--- src/design/lsh_pkg.sv ---
// shared types, constants and helpers for the hyperplane lsh signature block
package lsh_pkg;

  localparam int MAX_PLANES = 64;
  localparam int MAX_DIM    = 1024;

  localparam int PLANE_W    = (MAX_PLANES > 1) ? $clog2(MAX_PLANES) : 1;
  localparam int COEF_DEPTH = MAX_PLANES * MAX_DIM;
  localparam int COEF_AW    = (COEF_DEPTH > 1) ? $clog2(COEF_DEPTH) : 1;

  localparam int OPCODE_W   = 2;
  localparam int PIDX_W     = 6;
  localparam int EIDX_W     = 10;
  localparam int VALUE_W    = 16;
  localparam int SIG_W      = 64;
  localparam int CNT_W      = 32;
  localparam int ACC_W      = 48;
  localparam int PROD_W     = 2 * VALUE_W;
  localparam int NPL_W      = 7;
  localparam int NDIM_W     = 11;
  localparam int PADDR_W    = 3;
  localparam int PDATA_W    = 32;

  // opcodes
  localparam logic [OPCODE_W-1:0] OP_LOAD  = 2'd0;
  localparam logic [OPCODE_W-1:0] OP_QUERY = 2'd1;
  localparam logic [OPCODE_W-1:0] OP_READ  = 2'd2;

  // result kinds
  localparam logic KIND_SIG = 1'b0;
  localparam logic KIND_CNT = 1'b1;

  // register indexes (paddr[2])
  localparam logic REG_PLANES = 1'b0;
  localparam logic REG_DIMS   = 1'b1;

  localparam logic [NPL_W-1:0]  PLANES_RST = 7'd64;
  localparam logic [NDIM_W-1:0] DIMS_RST   = 11'd128;

  localparam logic signed [ACC_W-1:0] ACC_MAX = {1'b0, {(ACC_W-1){1'b1}}};
  localparam logic signed [ACC_W-1:0] ACC_MIN = {1'b1, {(ACC_W-1){1'b0}}};
  localparam logic [CNT_W-1:0]        CNT_MAX = {CNT_W{1'b1}};

  typedef struct packed {
    logic               load;       // write one coefficient from the input beat
    logic               capture;    // latch element index and value of a query beat
    logic               mac_issue;  // read coefficient and accumulator of one plane
    logic               sgn_issue;  // read accumulator and counters of one plane
    logic               cnt_issue;  // read counters for a counter read
    logic               cnt_zero;   // counter read of a plane that does not exist
    logic               emit_sig;   // present the signature, clear accumulators
    logic               emit_cnt;   // present the balance counts
    logic [PLANE_W-1:0] plane;
  } lsh_cmd_t;

  // flat coefficient address: plane major, element minor
  function automatic logic [COEF_AW-1:0] coef_addr(input int unsigned p, input int unsigned e);
    int unsigned a;
    a = p * MAX_DIM + e;
    return a[COEF_AW-1:0];
  endfunction

endpackage

--- src/design/lsh_ctrl.sv ---
// controller state machine: sequences planes for accumulate, sign and counter read
module lsh_ctrl import lsh_pkg::*; (
  input  logic                clk,
  input  logic                rst,
  input  logic                start,
  output logic                busy,
  input  logic [OPCODE_W-1:0] opcode,
  input  logic [PIDX_W-1:0]   plane_index,
  input  logic [EIDX_W-1:0]   element_index,
  input  logic                last_element,
  input  logic [NPL_W-1:0]    planes_in_use,
  input  logic [NDIM_W-1:0]   dims_in_use,
  output lsh_cmd_t            cmd
);

  localparam logic [3:0] S_IDLE  = 4'd0;
  localparam logic [3:0] S_MAC   = 4'd1;
  localparam logic [3:0] S_MDR1  = 4'd2;
  localparam logic [3:0] S_MDR2  = 4'd3;
  localparam logic [3:0] S_SGN   = 4'd4;
  localparam logic [3:0] S_SWAIT = 4'd5;
  localparam logic [3:0] S_SEMIT = 4'd6;
  localparam logic [3:0] S_CRD   = 4'd7;
  localparam logic [3:0] S_CEMIT = 4'd8;

  logic [3:0]         state, state_next;
  logic [PLANE_W-1:0] plane, plane_next;
  logic               last_q, last_q_next;
  logic [PLANE_W-1:0] rd_plane, rd_plane_next;
  logic               rd_oob, rd_oob_next;

  logic [NPL_W-1:0]   np_c;
  logic [PLANE_W-1:0] np_m1;
  logic               elem_ok;
  logic               plane_ok;
  logic               accept;

  // clamp the active plane count to 1..MAX_PLANES
  always_comb begin
    if (planes_in_use == '0) begin
      np_c = NPL_W'(1);
    end else if (32'(planes_in_use) > 32'(MAX_PLANES)) begin
      np_c = NPL_W'(MAX_PLANES);
    end else begin
      np_c = planes_in_use;
    end
  end

  assign np_m1 = PLANE_W'(np_c - NPL_W'(1));

  // element within the active dimension (dims 0 acts as 1)
  always_comb begin
    if (dims_in_use == '0) begin
      elem_ok = (element_index == '0);
    end else begin
      elem_ok = (32'(element_index) < 32'(dims_in_use)) &&
                (32'(element_index) < 32'(MAX_DIM));
    end
  end

  assign plane_ok = (32'(plane_index) < 32'(MAX_PLANES)) &&
                    (32'(element_index) < 32'(MAX_DIM));
  assign busy     = (state != S_IDLE);
  assign accept   = start && !busy;

  always_comb begin
    state_next    = state;
    plane_next    = plane;
    last_q_next   = last_q;
    rd_plane_next = rd_plane;
    rd_oob_next   = rd_oob;
    cmd           = '0;
    cmd.plane     = plane;
    unique case (state)
      S_IDLE: begin
        plane_next = '0;
        if (accept) begin
          unique case (opcode)
            OP_LOAD: begin
              cmd.load = plane_ok;
            end
            OP_QUERY: begin
              cmd.capture = 1'b1;
              last_q_next = last_element;
              if (elem_ok) begin
                state_next = S_MAC;
              end else if (last_element) begin
                state_next = S_SGN;
              end
            end
            OP_READ: begin
              rd_plane_next = PLANE_W'(plane_index);
              rd_oob_next   = (32'(plane_index) >= 32'(MAX_PLANES));
              state_next    = S_CRD;
            end
            default: begin
            end
          endcase
        end
      end
      S_MAC: begin
        cmd.mac_issue = 1'b1;
        if (plane == np_m1) begin
          plane_next = '0;
          state_next = S_MDR1;
        end else begin
          plane_next = plane + PLANE_W'(1);
        end
      end
      S_MDR1: begin
        state_next = S_MDR2;
      end
      S_MDR2: begin
        state_next = last_q ? S_SGN : S_IDLE;
      end
      S_SGN: begin
        cmd.sgn_issue = 1'b1;
        if (plane == np_m1) begin
          plane_next = '0;
          state_next = S_SWAIT;
        end else begin
          plane_next = plane + PLANE_W'(1);
        end
      end
      S_SWAIT: begin
        state_next = S_SEMIT;
      end
      S_SEMIT: begin
        cmd.emit_sig = 1'b1;
        state_next   = S_IDLE;
      end
      S_CRD: begin
        cmd.cnt_issue = 1'b1;
        cmd.plane     = rd_plane;
        state_next    = S_CEMIT;
      end
      S_CEMIT: begin
        cmd.emit_cnt = 1'b1;
        cmd.cnt_zero = rd_oob;
        state_next   = S_IDLE;
      end
      default: begin
        state_next = S_IDLE;
      end
    endcase
  end

  always_ff @(posedge clk) begin
    if (rst) begin
      state    <= S_IDLE;
      plane    <= '0;
      last_q   <= 1'b0;
      rd_plane <= '0;
      rd_oob   <= 1'b0;
    end else begin
      state    <= state_next;
      plane    <= plane_next;
      last_q   <= last_q_next;
      rd_plane <= rd_plane_next;
      rd_oob   <= rd_oob_next;
    end
  end

endmodule

--- config.mk ---
export PLATFORM = sky130hd
export DESIGN_NAME = lsh_ctrl
export DESIGN_NICKNAME = d
export VERILOG_FILES = /design/src/design/lsh_pkg.sv /design/src/design/lsh_ctrl.sv
export SDC_FILE = /design/constraint.sdc
export NUM_CORES = 1
export LEC_CHECK = 0
export BUFFER_PORTS_ARGS = -buffer_cell sky130_fd_sc_hd__buf_2
export CAP_MARGIN = 10
export CORE_MARGIN = 8
export CORE_UTILIZATION = 30
export DETAILED_ROUTE_END_ITERATION = 6
export PLACE_DENSITY = 0.51
export SLEW_MARGIN = 20
export SYNTH_ARGS = -nofsm -noshare
export SYNTH_HDL_FRONTEND = slang
export SYNTH_SLANG_ARGS = --single-unit
--- constraint.sdc ---
create_clock -name clk -period 2.8 [get_ports clk]
set_clock_uncertainty 0.05 [all_clocks]
set_input_delay 0.84 -clock clk [delete_from_list [all_inputs] [get_ports clk]]
set_output_delay 0.84 -clock clk [all_outputs]
set_load 0.005 [all_outputs]
# After elaboration in Yosys (flattened, before gate mapping)
# Index checks and enable logic that the tools add are counted.
# totals
mem_bits_ro	0
n_memories	0
ff_bits	17
mem_bits_rw	0
output_inout_bits	15
latch_bits	0
# op_classes
mul	0
n_addsub	2
shift	0
magnitude_cmp	2
n_div	0
mux	23
reduce_logical	13
n_eq_ne	16
n_bitwise	0
# op_table
operator	count
4-bit case mux with 7 select lines	1
6-bit 2-to-1 mux	4
4-bit 2-to-1 mux	5
4-bit by 3-bit equality test with 1-bit output, second input constant	4
6-bit case mux with 2 select lines	1
11-bit logical NOT	1
10-bit by 11-bit < comparator with 1-bit output	1
10-bit logical NOT	1
4-bit by 2-bit equality test with 1-bit output, second input constant	2
1-bit 2-to-1 mux	8
4-bit case mux with 2 select lines	1
7-bit greater-than comparator, second input constant	1
7-bit logical NOT	1
6-bit by 1-bit adder with 6-bit output, second input constant	1
6-bit equality test	1
2-bit != test, second input constant	3
3-bit AND reduction	2
6-bit by 1-bit subtractor with 6-bit output, second input constant	1
5-bit AND reduction	1
4-bit by 1-bit equality test with 1-bit output, second input constant	1
4-bit equality test, second input constant	1
4-bit logical NOT	1
2-bit 2-to-1 mux	2
4-bit != test, second input constant	1
other kinds (10)	10

# Depth between registers and ports, before layout
# logic_depth
word_depth	7
mapped_depth	12
depth_no_buf	11

# Least setup slack after synthesis
# Ideal clock, no wire load.
# synth_timing
path_type	input port to flip-flop
startpoint	input planes_in_use[1]
endpoint	register state[2]
setup_slack_ns	-0.082
required_time_ns	2.629
arrival_ns	2.710
setup_time_ns	0.121
stages	10
path_buffers	0
cell_sequence	nor2_1 > a32o_1 > inv_1 > ha_1 > xnor2_1 > xnor2_1 > nor4_2 > a311oi_1 > a211o_2 > mux2_4
# synth_between
elab_chain_len	7
# synth_lines
element	line	text
start: declaration	lsh_ctrl.sv:11	input logic [NPL_W-1:0] planes_in_use,
7-bit greater-than comparator	lsh_ctrl.sv:42	end else if (32'(planes_in_use) > 32'(MAX_PLANES)) begin
6-bit 2-to-1 mux	lsh_ctrl.sv:42	
6-bit 2-to-1 mux (*)	lsh_ctrl.sv:40	if (planes_in_use == '0) begin
6-bit by 1-bit subtractor with 6-bit output (*)	lsh_ctrl.sv:49	assign np_m1 = PLANE_W'(np_c - NPL_W'(1));
6-bit equality test (*)	lsh_ctrl.sv:103, lsh_ctrl.sv:118	
2-bit != test (no source line)	--	
5-bit AND reduction (no source line) (*)	--	
end signal: assignment	lsh_ctrl.sv:156	state <= state_next;
end: declaration	lsh_ctrl.sv:26	logic [3:0] state, state_next;
# Every way passes the cells marked *; elsewhere a longest branch is shown, timed or not.
# A chain may end at the register's enable or synchronous reset.

# Final worst setup path
# layout_timing
startpoint	input planes_in_use[2]
endpoint	register state[2]
# Same word-level chain as after synthesis.

==> impl_metrics.tcl <==
set metrics [dict create \
    status "finished clean" \
    synth_cell_types 46 \
    grt_max_degree 20 \
    port_buffers 53 \
    grt_pass1_wl_mm 7.08 \
    fin_crit_ns 2.72 \
    drt_iter0_drc 37 \
    arrival_ns 2.81 \
    drive_gt1_share_pct 35.0 \
    drc 0 \
    seq_area_sq_um 340 \
    core_sq_um 5040 \
    r2r_cells 7 \
    p_leak_nw 1.01 \
    fin_util_pct 41.3 \
    synth_nets 257 \
    synthCells 206 \
    hold_violations 0 \
    htree_levels 1 \
    drv_slew 0 \
    syn-mean-instance-area_sq_um 7.51 \
    grt_overflow_total 0 \
    io_pins 55 \
    insertion_delay_ns 0.25 \
    antenna_found_initial 0 \
    wl_per_cell_um 12.1 \
    maxCapViolCount 0 \
    first_pass_iters 4 \
    crit_type "input pin to flip-flop" \
    cts_tree "done" \
    wirelength_mm 4.17 \
    nNetsFinal 326 \
    yosysSeqAreaShare_pct 22.0 \
    clock.fmax_ghz 0.368 \
    globalplace.congestion 0.820 \
    grt_pass1_vias 1667 \
    cp-start-kind "input pin" \
    min_period_over_period_pct 97.0 \
    viasPerCell 4.73 \
    cts_buffer_depth 2 \
    ys.flop_type "dfxtp_1" \
    grt_usage_pct 11.0 \
    syn2layout_area_growth_pct 34.6 \
    clock_tree.root_cell "clkbuf_8" \
    hold_buffers 0 \
    cts_sinks 17 \
    holdCritPathClass "flip-flop to flip-flop" \
    dieArea_sq_um 7710 \
    min_path_cells 2 \
    placedCellCount 338 \
    syn_area_sq_um 1550 \
    required_ns 2.89 \
    synth-seq-cells 17 \
    ant_nets 0 \
    rsz0062_at_grt "yes" \
    ys_warn_count 0 \
    dieHeight_um 87.8 \
    nFillCells 546 \
    post-route-cell-area_sq_um 2080 \
    dp_hpwl_mm 3.41 \
    initial_utilization_pct 30.7 \
    instances_no_fill 344 \
    synth-edff-count 0 \
    row_count 26 \
    powerDensity_nw_per_um2 524 \
    setup-tns-final_ns 0 \
    crit_fanout 3 \
    clkTransAtPathRegs_ns 0.07 \
    numCtsBuffers 3 \
    place_area_sq_um 1970 \
    vias 1627 \
    die_x_um 87.8 \
    end_kind "flip-flop" \
    multi_input_area_sq_um 1130 \
    finalSetupViolations 0 \
    synthArstFlopShare_pct 0 \
    ir_worst_vdd_v 0.000315 \
    antenna_cells 0 \
]
## final timing paths
check / start / endpoint / slack, ns
worst max-delay path: planes_in_use[2] / state[2]$_SDFFE_PP0P_ / 0.08
worst min-delay path: rd_plane[4]$_SDFFE_PP0P_ / rd_plane[4]$_SDFFE_PP0P_ / 0.45
worst max register to register: plane[3]$_SDFFE_PP0P_ / state[2]$_SDFFE_PP0P_ / 0.56
worst min register to register: rd_plane[4]$_SDFFE_PP0P_ / rd_plane[4]$_SDFFE_PP0P_ / 0.45
## stage by stage
stage | total power [mW] | worst slack (ns) | hold slack [ns]
after detailed placement | 0.867 | -0.216 | 0.436
after CTS | 1.05 | 0.0380 | 0.455
after floorplan | 0.667 | 0.0296 | 0.410
final | 1.09 | 0.0829 | 0.451
after global routing | 1.18 | -0.00536 | 0.493
after global placement | 0.869 | -0.174 | 0.426
## layer usage
metal  vias to the layer above  track usage, %  share of wire (%)
li1                        864               -                  -
met1                       722            13.3                 47
met2                        39            18.8                 46
met3                         2            2.81                6.2
met4                         0            2.34               0.48
met5                         -               0                  0
## layout make-up
cell class | instances | area share (%)
Sequential cell | 17 | 16.3
Timing Repair Buffer | 73 | 20.1
Tap cell | 70 | 4.20
Clock buffer | 4 | 2.16
Inverter | 15 | 2.70
Multi-Input combinational cell | 165 | 54.5
## worst max-delay path, cell delays in order
cell	delay (ns)
buf_2	0.11
nor2_4	0.04
a32o_2	0.26
inv_1	0.06
ha_2	0.20
nand2_1	0.06
mux2i_1	0.14
a21oi_1	0.11
xnor2_1	0.18
a311oi_2	0.14
a211o_2	0.37
mux2_4	0.30
## power by group
group | leakage, nW | total [mW] | internal, mW | switching (mW)
registers | 0.138 | 0.310 | 0.275 | 0.0354
clock network | 0.0228 | 0.183 | 0.101 | 0.0824
logic | 0.851 | 0.597 | 0.293 | 0.304
## layout by cell type, fill, tap and decap left out, types with 5 or more instances in the layout
cell type  count
inv_1         15
nor2_1        23
buf_4         19
buf_2         53
mux2i_1       11
a31oi_1        5
nor3_1        11
a21oi_1        6
dfxtp_1       17
ha_1          10
nand2_1       34
nand3_1        7
## Yosys cell counts (2+ instances only)
| cell type | instances | area [sq um] |
|---|---|---|
| nand3_1 | 7 | 35.0 |
| nand4b_1 | 2 | 17.5 |
| buf_4 | 2 | 15.0 |
| xnor2_1 | 4 | 35.0 |
| and2b_2 | 3 | 26.3 |
| a211o_2 | 2 | 20.0 |
| nor2b_1 | 3 | 18.8 |
| nand2_1 | 34 | 128 |
| nand4_1 | 2 | 12.5 |
| nor3_1 | 12 | 60.1 |
| dfxtp_1 | 17 | 340 |
| nor4_1 | 3 | 18.8 |
| nor2_1 | 25 | 93.8 |
| a211oi_1 | 2 | 15.0 |
| nor4b_1 | 3 | 26.3 |
| clkbuf_1 | 4 | 15.0 |
| ha_1 | 11 | 138 |
| clkbuf_8 | 2 | 27.5 |
| nand2b_1 | 3 | 18.8 |
| a21oi_1 | 6 | 30.0 |
| mux2i_1 | 11 | 110 |
| a31oi_1 | 5 | 31.3 |
| nand3b_1 | 2 | 15.0 |
| nor4_2 | 2 | 25.0 |
| inv_1 | 15 | 56.3 |
| nor3b_1 | 2 | 15.0 |
| o21ai_0 | 3 | 15.0 |
## state kept, by name, summed over array words and instances (netlist names)
register	flops
plane	6
state	4
rd_plane	6
last_q	1
## repair_timing
action | CTS | global route
setup endpoints to repair | 0 | 7
buffers inserted | 0 | 2
gates resized for setup | 0 | 10
## cells by family after synthesis
logic type,after synthesis,synth area share (%)
XOR/XNOR,5,2.83
flip-flops,17,22.0
multiplexers,12,8.08
other,1,0.242
AO/OA/AOI/OAI,28,13.0
adder cells (fa/ha/maj),11,8.89
AND/OR/NAND/NOR,108,36.9
buffers and inverters,24,8.08
(Power assumes the default switching activity.)
